### src/rtl/lcdns_pkg.sv
package lcdns_pkg;

  // Request codes
  localparam logic [1:0] CMD_INIT  = 2'd0;
  localparam logic [1:0] CMD_DATA  = 2'd1;
  localparam logic [1:0] CMD_WRITE = 2'd2;
  localparam logic [1:0] CMD_CLEAR = 2'd3;

  // Configuration register indexes
  localparam logic [1:0] CFG_FUNC  = 2'd0;
  localparam logic [1:0] CFG_ENTRY = 2'd1;
  localparam logic [1:0] CFG_DISP  = 2'd2;

  localparam logic [7:0] FUNC_RESET  = 8'h28;
  localparam logic [7:0] ENTRY_RESET = 8'h06;
  localparam logic [7:0] DISP_RESET  = 8'h0C;
  localparam logic [7:0] CLEAR_WORD  = 8'h01;

  // Hold times in microseconds
  localparam logic [13:0] US_STROBE  = 14'd1;
  localparam logic [13:0] US_SETTLE  = 14'd40;
  localparam logic [13:0] US_CLEAR   = 14'd2040;
  localparam logic [13:0] US_WAIT1   = 14'd5000;
  localparam logic [13:0] US_WAIT2   = 14'd1000;
  localparam logic [13:0] US_POWERUP = 14'd15000;

  localparam int StepW = 6;

  typedef struct packed {
    logic [1:0] cmd;
    logic [7:0] value;
  } in_t;

  typedef struct packed {
    logic        reg_select;
    logic        enable;
    logic [3:0]  data_nibble;
    logic [13:0] hold_us;
    logic        last;
  } out_t;

  typedef enum logic [1:0] {
    NIB_BUS,
    NIB_CONST,
    NIB_HI,
    NIB_LO
  } nib_src_e;

  typedef enum logic [2:0] {
    BYTE_VALUE,
    BYTE_FUNC,
    BYTE_ENTRY,
    BYTE_DISP,
    BYTE_CLEAR
  } byte_src_e;

  typedef enum logic [2:0] {
    HOLD_STROBE,
    HOLD_SETTLE,
    HOLD_CLEAR,
    HOLD_WAIT1,
    HOLD_WAIT2,
    HOLD_POWERUP
  } hold_e;

  typedef enum logic {
    SEQ_IDLE,
    SEQ_RUN
  } seq_state_e;

  // One microcode control word
  typedef struct packed {
    logic      rs;
    logic      en;
    nib_src_e  nib_src;
    logic [3:0] nib_const;
    byte_src_e byte_src;
    hold_e     hold;
    logic      last;
  } ctrl_t;

  // Program entry points
  localparam logic [StepW-1:0] ENTRY_INIT  = 6'd0;
  localparam logic [StepW-1:0] ENTRY_CLEAR = 6'd21;
  localparam logic [StepW-1:0] ENTRY_WRITE = 6'd25;
  localparam logic [StepW-1:0] ENTRY_DATA  = 6'd29;

  function automatic ctrl_t mk(logic rs, logic en, nib_src_e ns, logic [3:0] nc,
                               byte_src_e bs, hold_e h, logic last);
    ctrl_t c;
    c.rs        = rs;
    c.en        = en;
    c.nib_src   = ns;
    c.nib_const = nc;
    c.byte_src  = bs;
    c.hold      = h;
    c.last      = last;
    return c;
  endfunction

  function automatic logic [StepW-1:0] entry_step(logic [1:0] cmd);
    logic [StepW-1:0] s;
    case (cmd)
      CMD_INIT:  s = ENTRY_INIT;
      CMD_DATA:  s = ENTRY_DATA;
      CMD_WRITE: s = ENTRY_WRITE;
      CMD_CLEAR: s = ENTRY_CLEAR;
      default:   s = ENTRY_CLEAR;
    endcase
    return s;
  endfunction

  // Microcode program: init 0..24 (clear tail 21..24), command 25..28, data 29..32
  function automatic ctrl_t ucode(logic [StepW-1:0] step);
    ctrl_t c;
    case (step)
      6'd0:  c = mk(1'b1, 1'b0, NIB_BUS,   4'h0, BYTE_VALUE, HOLD_POWERUP, 1'b0);
      6'd1:  c = mk(1'b0, 1'b1, NIB_CONST, 4'h3, BYTE_VALUE, HOLD_STROBE,  1'b0);
      6'd2:  c = mk(1'b0, 1'b0, NIB_CONST, 4'h3, BYTE_VALUE, HOLD_WAIT1,   1'b0);
      6'd3:  c = mk(1'b0, 1'b1, NIB_CONST, 4'h3, BYTE_VALUE, HOLD_STROBE,  1'b0);
      6'd4:  c = mk(1'b0, 1'b0, NIB_CONST, 4'h3, BYTE_VALUE, HOLD_WAIT2,   1'b0);
      6'd5:  c = mk(1'b0, 1'b1, NIB_CONST, 4'h3, BYTE_VALUE, HOLD_STROBE,  1'b0);
      6'd6:  c = mk(1'b0, 1'b0, NIB_CONST, 4'h3, BYTE_VALUE, HOLD_SETTLE,  1'b0);
      6'd7:  c = mk(1'b0, 1'b1, NIB_CONST, 4'h2, BYTE_VALUE, HOLD_STROBE,  1'b0);
      6'd8:  c = mk(1'b0, 1'b0, NIB_CONST, 4'h2, BYTE_VALUE, HOLD_SETTLE,  1'b0);
      6'd9:  c = mk(1'b0, 1'b1, NIB_HI,    4'h0, BYTE_FUNC,  HOLD_STROBE,  1'b0);
      6'd10: c = mk(1'b0, 1'b0, NIB_HI,    4'h0, BYTE_FUNC,  HOLD_STROBE,  1'b0);
      6'd11: c = mk(1'b0, 1'b1, NIB_LO,    4'h0, BYTE_FUNC,  HOLD_STROBE,  1'b0);
      6'd12: c = mk(1'b0, 1'b0, NIB_LO,    4'h0, BYTE_FUNC,  HOLD_SETTLE,  1'b0);
      6'd13: c = mk(1'b0, 1'b1, NIB_HI,    4'h0, BYTE_ENTRY, HOLD_STROBE,  1'b0);
      6'd14: c = mk(1'b0, 1'b0, NIB_HI,    4'h0, BYTE_ENTRY, HOLD_STROBE,  1'b0);
      6'd15: c = mk(1'b0, 1'b1, NIB_LO,    4'h0, BYTE_ENTRY, HOLD_STROBE,  1'b0);
      6'd16: c = mk(1'b0, 1'b0, NIB_LO,    4'h0, BYTE_ENTRY, HOLD_SETTLE,  1'b0);
      6'd17: c = mk(1'b0, 1'b1, NIB_HI,    4'h0, BYTE_DISP,  HOLD_STROBE,  1'b0);
      6'd18: c = mk(1'b0, 1'b0, NIB_HI,    4'h0, BYTE_DISP,  HOLD_STROBE,  1'b0);
      6'd19: c = mk(1'b0, 1'b1, NIB_LO,    4'h0, BYTE_DISP,  HOLD_STROBE,  1'b0);
      6'd20: c = mk(1'b0, 1'b0, NIB_LO,    4'h0, BYTE_DISP,  HOLD_SETTLE,  1'b0);
      6'd21: c = mk(1'b0, 1'b1, NIB_HI,    4'h0, BYTE_CLEAR, HOLD_STROBE,  1'b0);
      6'd22: c = mk(1'b0, 1'b0, NIB_HI,    4'h0, BYTE_CLEAR, HOLD_STROBE,  1'b0);
      6'd23: c = mk(1'b0, 1'b1, NIB_LO,    4'h0, BYTE_CLEAR, HOLD_STROBE,  1'b0);
      6'd24: c = mk(1'b0, 1'b0, NIB_LO,    4'h0, BYTE_CLEAR, HOLD_CLEAR,   1'b1);
      6'd25: c = mk(1'b0, 1'b1, NIB_HI,    4'h0, BYTE_VALUE, HOLD_STROBE,  1'b0);
      6'd26: c = mk(1'b0, 1'b0, NIB_HI,    4'h0, BYTE_VALUE, HOLD_STROBE,  1'b0);
      6'd27: c = mk(1'b0, 1'b1, NIB_LO,    4'h0, BYTE_VALUE, HOLD_STROBE,  1'b0);
      6'd28: c = mk(1'b0, 1'b0, NIB_LO,    4'h0, BYTE_VALUE, HOLD_SETTLE,  1'b1);
      6'd29: c = mk(1'b1, 1'b1, NIB_HI,    4'h0, BYTE_VALUE, HOLD_STROBE,  1'b0);
      6'd30: c = mk(1'b1, 1'b0, NIB_HI,    4'h0, BYTE_VALUE, HOLD_STROBE,  1'b0);
      6'd31: c = mk(1'b1, 1'b1, NIB_LO,    4'h0, BYTE_VALUE, HOLD_STROBE,  1'b0);
      6'd32: c = mk(1'b1, 1'b0, NIB_LO,    4'h0, BYTE_VALUE, HOLD_SETTLE,  1'b1);
      default: c = mk(1'b1, 1'b0, NIB_BUS, 4'h0, BYTE_VALUE, HOLD_SETTLE,  1'b1);
    endcase
    return c;
  endfunction

endpackage

### src/rtl/lcdns_sequencer.sv
module lcdns_sequencer (
  input  logic                             clk_i,
  input  logic                             rst_ni,
  input  logic                             start_i,
  input  logic [1:0]                       cmd_i,
  input  logic                             advance_i,
  output logic                             busy_o,
  output lcdns_pkg::ctrl_t                 ctrl_o
);

  lcdns_pkg::seq_state_e              state_q, state_d;
  logic [lcdns_pkg::StepW-1:0]        step_q, step_d;

  // Fetch the control word of the current step
  assign ctrl_o = lcdns_pkg::ucode(step_q);

  // Next state: run from the entry point until a word marked last is issued
  always_comb begin
    state_d = state_q;
    case (state_q)
      lcdns_pkg::SEQ_IDLE: if (start_i) state_d = lcdns_pkg::SEQ_RUN;
      lcdns_pkg::SEQ_RUN:  if (advance_i && ctrl_o.last) state_d = lcdns_pkg::SEQ_IDLE;
      default:             state_d = lcdns_pkg::SEQ_IDLE;
    endcase
  end

  // Step counter: jump to entry on start, advance on each issued word but the last
  always_comb begin
    step_d = step_q;
    if (start_i) begin
      step_d = lcdns_pkg::entry_step(cmd_i);
    end else if (advance_i && !ctrl_o.last) begin
      step_d = step_q + 1'b1;
    end
  end

  // Outputs
  always_comb begin
    case (state_q)
      lcdns_pkg::SEQ_RUN: busy_o = 1'b1;
      default:            busy_o = 1'b0;
    endcase
  end

  always_ff @(posedge clk_i or negedge rst_ni) begin
    if (!rst_ni) begin
      state_q <= lcdns_pkg::SEQ_IDLE;
      step_q  <= '0;
    end else begin
      state_q <= state_d;
      step_q  <= step_d;
    end
  end

endmodule

### src/rtl/lcdns_datapath.sv
module lcdns_datapath (
  input  logic              clk_i,
  input  logic              rst_ni,
  input  lcdns_pkg::ctrl_t  ctrl_i,
  input  logic              load_i,
  input  logic              capture_i,
  input  logic [7:0]        value_i,
  input  logic              cfg_we_i,
  input  logic [1:0]        cfg_idx_i,
  input  logic [7:0]        cfg_wdata_i,
  input  logic              out_stall_i,
  output logic              out_valid_o,
  output lcdns_pkg::out_t   out_data_o,
  output logic              beat_ready_o
);

  logic [7:0]       func_q, entry_q, disp_q;
  logic [7:0]       value_q;
  logic [3:0]       bus_nibble_q;
  logic             out_valid_q, out_valid_d;
  lcdns_pkg::out_t  out_q, out_d;
  logic [7:0]       byte_sel;
  logic [3:0]       nib_sel;
  logic [13:0]      hold_sel;

  // Pick the byte being sent
  always_comb begin
    case (ctrl_i.byte_src)
      lcdns_pkg::BYTE_FUNC:  byte_sel = func_q;
      lcdns_pkg::BYTE_ENTRY: byte_sel = entry_q;
      lcdns_pkg::BYTE_DISP:  byte_sel = disp_q;
      lcdns_pkg::BYTE_CLEAR: byte_sel = lcdns_pkg::CLEAR_WORD;
      default:               byte_sel = value_q;
    endcase
  end

  // Pick the nibble on the bus
  always_comb begin
    case (ctrl_i.nib_src)
      lcdns_pkg::NIB_CONST: nib_sel = ctrl_i.nib_const;
      lcdns_pkg::NIB_HI:    nib_sel = byte_sel[7:4];
      lcdns_pkg::NIB_LO:    nib_sel = byte_sel[3:0];
      default:              nib_sel = bus_nibble_q;
    endcase
  end

  // Decode hold time
  always_comb begin
    case (ctrl_i.hold)
      lcdns_pkg::HOLD_SETTLE:  hold_sel = lcdns_pkg::US_SETTLE;
      lcdns_pkg::HOLD_CLEAR:   hold_sel = lcdns_pkg::US_CLEAR;
      lcdns_pkg::HOLD_WAIT1:   hold_sel = lcdns_pkg::US_WAIT1;
      lcdns_pkg::HOLD_WAIT2:   hold_sel = lcdns_pkg::US_WAIT2;
      lcdns_pkg::HOLD_POWERUP: hold_sel = lcdns_pkg::US_POWERUP;
      default:                 hold_sel = lcdns_pkg::US_STROBE;
    endcase
  end

  // Build the next beat and manage the output register
  always_comb begin
    out_d.reg_select  = ctrl_i.rs;
    out_d.enable      = ctrl_i.en;
    out_d.data_nibble = nib_sel;
    out_d.hold_us     = hold_sel;
    out_d.last        = ctrl_i.last;
    if (load_i) begin
      out_valid_d = 1'b1;
    end else if (out_stall_i) begin
      out_valid_d = out_valid_q;
    end else begin
      out_valid_d = 1'b0;
    end
  end

  assign beat_ready_o = !out_valid_q || !out_stall_i;
  assign out_valid_o  = out_valid_q;
  assign out_data_o   = out_q;

  // Control and configuration state
  always_ff @(posedge clk_i or negedge rst_ni) begin
    if (!rst_ni) begin
      func_q       <= lcdns_pkg::FUNC_RESET;
      entry_q      <= lcdns_pkg::ENTRY_RESET;
      disp_q       <= lcdns_pkg::DISP_RESET;
      bus_nibble_q <= 4'h0;
      out_valid_q  <= 1'b0;
    end else begin
      out_valid_q <= out_valid_d;
      if (load_i) bus_nibble_q <= nib_sel;
      if (cfg_we_i) begin
        case (cfg_idx_i)
          lcdns_pkg::CFG_FUNC:  func_q  <= cfg_wdata_i;
          lcdns_pkg::CFG_ENTRY: entry_q <= cfg_wdata_i;
          lcdns_pkg::CFG_DISP:  disp_q  <= cfg_wdata_i;
          default: ;
        endcase
      end
    end
  end

  // Payload registers
  always_ff @(posedge clk_i) begin
    if (capture_i) value_q <= value_i;
    if (load_i) out_q <= out_d;
  end

endmodule

### src/rtl/char_lcd_nibble_sequencer.sv
// Character LCD sequencer for a 4-bit bus. Each accepted request is expanded into a
// list of pin-state beats (register select, enable, data nibble, hold time in us),
// the final beat of a request flagged by last. A microcode step counter issues one
// control word per cycle while the output is not stalled; a data, command or clear
// request has 4 beats and the init sequence 25 beats. The next request is taken in
// the cycle after the last beat enters the output register. Config writes go to
// index 0 (function set), 1 (entry mode) and 2 (display control) and must be
// made while no request is in progress.
module char_lcd_nibble_sequencer (
  input  logic             clk_i,
  input  logic             rst_ni,
  input  logic             in_valid_i,
  output logic             in_stall_o,
  input  lcdns_pkg::in_t   in_data_i,
  output logic             out_valid_o,
  input  logic             out_stall_i,
  output lcdns_pkg::out_t  out_data_o,
  input  logic             cfg_we_i,
  input  logic [1:0]       cfg_idx_i,
  input  logic [7:0]       cfg_wdata_i
);

  logic             busy;
  logic             beat_ready;
  logic             in_fire;
  logic             advance;
  lcdns_pkg::ctrl_t ctrl;

  // Accept only between requests; issue a word when the output register frees up
  assign in_stall_o = busy;
  assign in_fire    = in_valid_i && !busy;
  assign advance    = busy && beat_ready;

  lcdns_sequencer u_seq (
    .clk_i     (clk_i),
    .rst_ni    (rst_ni),
    .start_i   (in_fire),
    .cmd_i     (in_data_i.cmd),
    .advance_i (advance),
    .busy_o    (busy),
    .ctrl_o    (ctrl)
  );

  lcdns_datapath u_dp (
    .clk_i        (clk_i),
    .rst_ni       (rst_ni),
    .ctrl_i       (ctrl),
    .load_i       (advance),
    .capture_i    (in_fire),
    .value_i      (in_data_i.value),
    .cfg_we_i     (cfg_we_i),
    .cfg_idx_i    (cfg_idx_i),
    .cfg_wdata_i  (cfg_wdata_i),
    .out_stall_i  (out_stall_i),
    .out_valid_o  (out_valid_o),
    .out_data_o   (out_data_o),
    .beat_ready_o (beat_ready)
  );

endmodule

### config.mk
export PLATFORM = sky130hd
export DESIGN_NAME = char_lcd_nibble_sequencer
export DESIGN_NICKNAME = d
export VERILOG_FILES = /design/src/rtl/lcdns_pkg.sv /design/src/rtl/lcdns_sequencer.sv /design/src/rtl/lcdns_datapath.sv /design/src/rtl/char_lcd_nibble_sequencer.sv
export SDC_FILE = /design/constraint.sdc
export NUM_CORES = 1
export LEC_CHECK = 0
export ABC_AREA = 1
export BUFFER_PORTS_ARGS = -buffer_cell sky130_fd_sc_hd__buf_4
export CORE_ASPECT_RATIO = 1.4
export CORE_MARGIN = 2
export CORE_UTILIZATION = 59
export CTS_BUF_LIST = sky130_fd_sc_hd__clkbuf_8
export DETAILED_ROUTE_END_ITERATION = 8
export GPL_TIMING_DRIVEN = 0
export HOLD_SLACK_MARGIN = 0.08
export PLACE_DENSITY_LB_ADDON = 0.3
export SETUP_SLACK_MARGIN = 0.5
export SLEW_MARGIN = 30
export SYNTH_ARGS = -nofsm -noshare
export SYNTH_HDL_FRONTEND = slang
export SYNTH_SLANG_ARGS = --single-unit
### constraint.sdc
create_clock -name clk_i -period 3.1 [get_ports clk_i]
set_clock_uncertainty 0.2 [all_clocks]
set_input_delay 0.62 -clock clk_i [delete_from_list [all_inputs] [get_ports clk_i]]
set_output_delay 0.62 -clock clk_i [all_outputs]
set_load 0.02 [all_outputs]
=== Yosys cells after proc, flatten, opt, wreduce, memory -nomap -nowiden ===
Memory sizes are Yosys's and may differ from the RTL's.
Cells that the tools add are included.

* Memories: 1
* Input port bits: 25
* Register bits after elaboration: 65
* Memory bits (read-only): 832
* Logic and storage cells: 61
* Output and inout port bits: 23

* Mux-type cells: 12
* $add $sub $neg: 1
* Bitwise operators: 1
* Reduce and logical (&&, ||, !) cells: 15
* Equality and inequality tests: 18

{| class="wikitable"
|+ Memories
! memory !! words !! width !! rd ports !! clocked after Yosys merged registers in !! write ports !! RTL line !! RTL
|-
| (name not given) || 64 || 13 || 1 || 0 || 0 || lcdns_pkg.sv:116 || <nowiki>case (step)</nowiki>
|}

{| class="wikitable"
|+ Operators with widths
! cell !! number
|-
| case mux 14 bit (5 select lines) || 1
|-
| case mux 8 bit (4 select lines) || 1
|-
| case mux 6 bit (4 select lines) || 1
|-
| equality test 3 x 2 -> 1 bit, second input constant || 4
|-
| two-way mux 6 bit || 2
|-
| case mux 4 bit (3 select lines) || 1
|-
| equality test 2 bit, second input constant || 5
|-
| equality test 3 bit, second input constant || 3
|-
| adder 6 x 1 -> 6 bit, second input constant || 1
|-
| equality test 2 x 1 -> 1 bit, second input constant || 3
|-
| equality test 3 x 1 -> 1 bit, second input constant || 2
|-
| AND reduction 2 bit || 3
|-
| two-way mux 1 bit || 5
|-
| logical AND 1 bit || 4
|-
| logical NOT 1 bit || 4
|-
| logical NOT 2 bit || 2
|-
| != test 2 x 1 -> 1 bit, second input constant || 1
|-
| case mux 1 bit (2 select lines) || 1
|-
| nonzero test 2 bit || 1
|-
| logical OR 1 bit || 1
|-
| inverter 1 bit || 1
|}

=== Depth between registers and ports, before layout ===
* Depth after elaboration: 6
* Mapped depth: 15

=== Modules after synthesis ===
From an unflattened synthesis, not the netlist that was laid out.

* Cells, all modules: 426
* Area, all modules: 3422.0 um^2

{| class="wikitable"
|+ By module, submodules not included
! module !! cells an instance !! instances !! area each (um^2) !! sequential area each (um^2)
|-
| lcdns_datapath || 308 || 1 || 2642.5 || 1483.9
|-
| lcdns_sequencer || 114 || 1 || 764.5 || 175.2
|-
| char_lcd_nibble_sequencer || 4 || 1 || 15.0 || 0.0
|}

=== Worst setup path after synthesis ===
OpenSTA, ideal clock, no wires.

* Path kind: register to register
* Start: reg u_seq.step_q[0] (netlist bit)
* End: reg u_dp.out_q, in the netlist u_dp.out_data_o[16], data pin
* Arrival: 1.706 ns
* Required time: 2.645 ns
* Period minus slack after synthesis: 2.161 ns
* Library setup time: 0.255 ns
* Slack: 0.939 ns
* Buffers on the path: 0
* Cell stages (with the launch flop): 15
* Cells stage by stage: dfrtp_1 inv_1 ha_1 inv_2 nor2_2 nor2_2 nand3_2 nand2_1 nand2_2 nand3_1 nand2_1 inv_1 nand2_1 nand3_1 and2_1

* Longest elaborated chain between the ends: 4

{| class="wikitable"
|+ RTL lines
! item !! RTL line !! RTL
|-
| start: declaration || lcdns_sequencer.sv:12 || <nowiki>logic [lcdns_pkg::StepW-1:0] step_q, step_d;</nowiki>
|-
| start signal: assignment || lcdns_sequencer.sv:51 || <nowiki>step_q <= step_d;</nowiki>
|-
| memory (64 x 13 bit) * || - ||
|-
| equality test 3 bit, or another cell as far along || lcdns_datapath.sv:28 || <nowiki>case (ctrl_i.byte_src)</nowiki>
|-
| case mux 8 bit (4 select lines) || lcdns_datapath.sv:28 ||
|-
| case mux 4 bit (3 select lines) * || lcdns_datapath.sv:39 || <nowiki>case (ctrl_i.nib_src)</nowiki>
|-
| named net u_dp.nib_sel[1] || lcdns_datapath.sv:23 || <nowiki>logic [3:0] nib_sel;</nowiki>
|-
| end signal: assignment || lcdns_datapath.sv:104 || <nowiki>if (load_i) out_q <= out_d;</nowiki>
|-
| end: declaration || lcdns_datapath.sv:21 || <nowiki>lcdns_pkg::out_t out_q, out_d;</nowiki>
|}

Mark *: on every way through the listed nets, which the timed path passes. The rest lies on a longest branch.
A chain may end at the register's enable or synchronous reset.

=== Worst setup path after layout ===
* Start: reg u_seq.step_q[0] (netlist bit)
* End: reg u_dp.out_q, in the netlist u_dp.out_data_o[15], data pin

Same word-level chain as after synthesis.

==> impl_metrics.tcl <==
set metrics [dict create \
    grt_antenna_before_repair 0 \
    dpl_cells 464 \
    final_layout_size_suffix_gt1_share_pct 26.3 \
    post_synth_cell_types 40 \
    drv_cap 0 \
    post-route-drc-count 0 \
    worst_pin_slew_ns 0.780 \
    n_fill_cell 407 \
    first_iter_violations 196 \
    timing.max_slew.rel_slack_pct 47.9 \
    fp.dieW_um 65.8 \
    groute.usage.overall_pct 25.1 \
    crit_path_frequent_cell "sky130_fd_sc_hd__nand2_1" \
    mostFrequentLayoutCell "sky130_fd_sc_hd__nand2_1" \
    worst-r2r-setup-slack_ns 0.68 \
    p_leak_nw 1.82 \
    mappedNetlistArea_mm2 0.00315 \
    setup.worst_path.end_class "flop" \
    clock_tree.htree_level_count 3 \
    place.detailed.hpwl_um 4850 \
    power_per_cell_area_mw_per_mm2 1120 \
    clock_path_buffers 2 \
    final-setup-viol-count 0 \
    detail_route.first_pass.iterations 5 \
    cts.repair_timing.setup_buffer_count 0 \
    route.vias.total 2624 \
    postSynthAreaPerCell_um2 8.96 \
    pin_count_of_the_biggest_net_entering_global_routing 37 \
    first_global_vias 2482 \
    area_delta_synth_final_pct 20.0 \
    setup.worst_path.class "flop to flop" \
    routabilityCongestion 0.966 \
    finalHoldViolations 0 \
    setup.worst_path.start_class "flop" \
    number_of_sinks_driven_by_the_clock_tree 61 \
    status "complete, no violations" \
    gr-total-overflow 0 \
    core_area_mm2 0.00516 \
    critical_path_arrival_ns 2.32 \
    final_cell_count_no_fill 481 \
    io_buffers 45 \
    die_area_mm2 0.00595 \
    tritoncts "yes" \
    post-route-min-period_ns 2.42 \
    post_drt_via_cell_ratio 5.46 \
    clock-root-buffer "sky130_fd_sc_hd__clkbuf_8" \
    critical_path_cell_with_the_highest_stage_delay "sky130_fd_sc_hd__dfrtp_1" \
    setup_repair_after_global_routing_missed_its_margin "false" \
    cp_max_fo 6 \
    timing.fmax_mhz 414 \
    first_pass_grt_wire_length_um 11300 \
    ioPinCount 48 \
    finalWirelength_um 6880 \
    crit_chain "inv_2, ha_2, inv_2, nor2_2, nor2_2, nand3_2, nand2_1, nand2_2, nand3b_1, nand2_1, inv_1, nand2_1, nand3_1, and2_1" \
    setup_total_negative_slack_ns 0 \
    report.final.slew_viol_count 0 \
    cp_slowest_stage_delay_ns 0.42 \
    initial_utilization_pct 61.1 \
    synth_seq_cells 61 \
    nNetsFinal 442 \
    cts_made_buffers 9 \
    clk-insertion-delay-late_ns 0.34 \
    timing.critical_path.required_ns 3.00 \
    route.detailed.wl_per_inst_um 14.3 \
    irDropWorstVdd_mv 0.490 \
    antenna_violating_nets_post_route 0 \
    ys_warn_count 0 \
    seq_area_frac_synth_pct 52.6 \
    std_cell_rows 31 \
    antenna_cells 0 \
    period_share_pct 78.0 \
    worst_hold_path_type "primary input to flop" \
    clk_pin_slew_ns 0.07 \
    leading_cell_types_in_the_layout_fill_and_taps_excluded "sky130_fd_sc_hd__nand2_1, sky130_fd_sc_hd__buf_4, sky130_fd_sc_hd__inv_1, sky130_fd_sc_hd__o21ai_0, sky130_fd_sc_hd__dfrtp_1" \
    fp.dieH_um 90.5 \
    synthCells 352 \
]
## Yosys cell counts
library cell / n / area share [%]
sky130_fd_sc_hd__o21ai_0: 37 / 5.9
sky130_fd_sc_hd__nand3b_1: 3 / 0.71
sky130_fd_sc_hd__clkbuf_1: 3 / 0.36
sky130_fd_sc_hd__clkinv_2: 1 / 0.16
sky130_fd_sc_hd__nor3_2: 1 / 0.32
sky130_fd_sc_hd__nand2_1: 95 / 11
sky130_fd_sc_hd__o32ai_1: 1 / 0.28
sky130_fd_sc_hd__o21ai_1: 3 / 0.48
sky130_fd_sc_hd__buf_4: 4 / 0.95
sky130_fd_sc_hd__a211oi_1: 1 / 0.24
sky130_fd_sc_hd__a22oi_1: 1 / 0.24
sky130_fd_sc_hd__ha_1: 7 / 2.8
sky130_fd_sc_hd__inv_4: 2 / 0.40
sky130_fd_sc_hd__dfrtp_1: 30 / 24
sky130_fd_sc_hd__a21oi_1: 5 / 0.79
sky130_fd_sc_hd__nand2_4: 2 / 0.71
sky130_fd_sc_hd__or2_2: 1 / 0.20
sky130_fd_sc_hd__nor2_2: 6 / 1.2
sky130_fd_sc_hd__or2_1: 1 / 0.20
sky130_fd_sc_hd__xor2_1: 2 / 0.56
sky130_fd_sc_hd__nor3_1: 2 / 0.32
sky130_fd_sc_hd__buf_6: 3 / 1.1
sky130_fd_sc_hd__a31oi_1: 1 / 0.20
sky130_fd_sc_hd__nand3_4: 2 / 1.1
sky130_fd_sc_hd__nor2_4: 3 / 1.1
sky130_fd_sc_hd__a21oi_2: 2 / 0.56
sky130_fd_sc_hd__nand3_2: 5 / 1.6
sky130_fd_sc_hd__nand4_1: 7 / 1.4
sky130_fd_sc_hd__inv_1: 39 / 4.6
sky130_fd_sc_hd__conb_1: 1 / 0.12
sky130_fd_sc_hd__and2_1: 2 / 0.40
sky130_fd_sc_hd__nand2_2: 3 / 0.60
sky130_fd_sc_hd__nor2_1: 25 / 3.0
sky130_fd_sc_hd__inv_2: 3 / 0.36
sky130_fd_sc_hd__o211ai_1: 1 / 0.24
sky130_fd_sc_hd__edfxtp_1: 25 / 24
sky130_fd_sc_hd__o211ai_2: 1 / 0.40
sky130_fd_sc_hd__nand3_1: 13 / 2.1
sky130_fd_sc_hd__o21ai_2: 2 / 0.56
sky130_fd_sc_hd__dfstp_2: 6 / 5.0
## timing repair
action	CTS	global route
hold buffers	1	0
gates resized for setup	0	2
endpoints found under the hold margin	30	0
setup endpoints to repair	0	5
## metrics by stage
step / worst slack (ns) / hold slack, ns / utilization, % / power [mW] / cell area, um2
2_1_floorplan: 0.939 / 0.124 / - / 2.92 / 3160
3_3_place_gp: 0.454 / 0.262 / 69.3 / 3.47 / 3580
3_5_place_dp: 0.410 / 0.273 / 69.3 / 3.54 / 3580
4_1_cts: 0.581 / 0.244 / 73.2 / 4.24 / 3780
5_1_grt: 0.533 / 0.245 / 73.3 / 4.56 / 3780
6_report: 0.683 / 0.257 / 73.3 / 4.25 / 3780
## routing by layer
| metal | vias to the layer above | global-route usage [%] | share of wire (%) |
|---|---|---|---|
| met5 | - | 0 | 0 |
| met4 | 0 | 14.2 | 3.4 |
| met3 | 26 | 5.24 | 5.4 |
| met2 | 108 | 43.0 | 53 |
| met1 | 1231 | 28.1 | 38 |
| li1 | 1259 | - | - |
## registers in the layout (all words and copies together) (netlist names)
register / flops
u_dp.out_data_o: 17
u_dp.entry_q: 8
u_dp.func_q: 8
u_dp.out_valid_o: 1
u_dp.disp_q: 8
u_dp.bus_nibble_q: 4
u_dp.value_q: 8
u_seq.state_q: 1
u_seq.step_q: 6
## path summary, 6_finish.rpt
path,start,end,cells after the start
worst min-delay path,in_data_i[3],u_dp.value_q[3],1
min in group asynchronous,rst_ni,u_seq.step_q[0],2
worst min register to register,u_dp.entry_q[0],u_dp.entry_q[0],2
worst max register to register,u_seq.step_q[0],u_dp.out_data_o[15],14
worst max-delay path,u_seq.step_q[0],u_dp.out_data_o[15],14
max in group asynchronous,rst_ni,u_dp.entry_q[1],2
## worst max-delay path: cells and delay by family, from the launching register on
family | cells | cell delay [ns]
fa+ha+maj | 1 | 0.24
buf+inv | 3 | 0.23
flops | 1 | 0.42
simple gates | 10 | 1.07
## power breakdown
group	internal [mW]	switching (mW)
registers	1.18	0.109
clock network	0.385	0.302
logic	0.791	1.49
## logic make-up (layout without fill, tap and decap cells)
group / count (synthesis) / count (layout) / synth area share, %
AOI/OAI and AO/OA: 55 / 55 / 9.84
xor gates and xnor gates: 2 / 2 / 0.556
adders and majority gates: 7 / 7 / 2.78
buffers and inverters: 55 / 117 / 7.94
DFF: 61 / 61 / 52.6
other: 1 / 2 / 0.119
and+or+nand+nor: 171 / 171 / 26.2
## final cells by class
| cell class | count | area, um2 | area share [%] |
|---|---|---|---|
| Clock inverter | 6 | 53.8 | 1.42 |
| Sequential cell | 61 | 1660 | 43.8 |
| Clock buffer | 10 | 138 | 3.64 |
| Tap cell | 66 | 82.6 | 2.18 |
| Buffer | 10 | 75.1 | 1.98 |
| Timing Repair Buffer | 46 | 348 | 9.19 |
| Inverter | 45 | 175 | 4.63 |
| Multi-Input combinational cell | 237 | 1250 | 33.1 |
(Power assumes the default switching activity.)
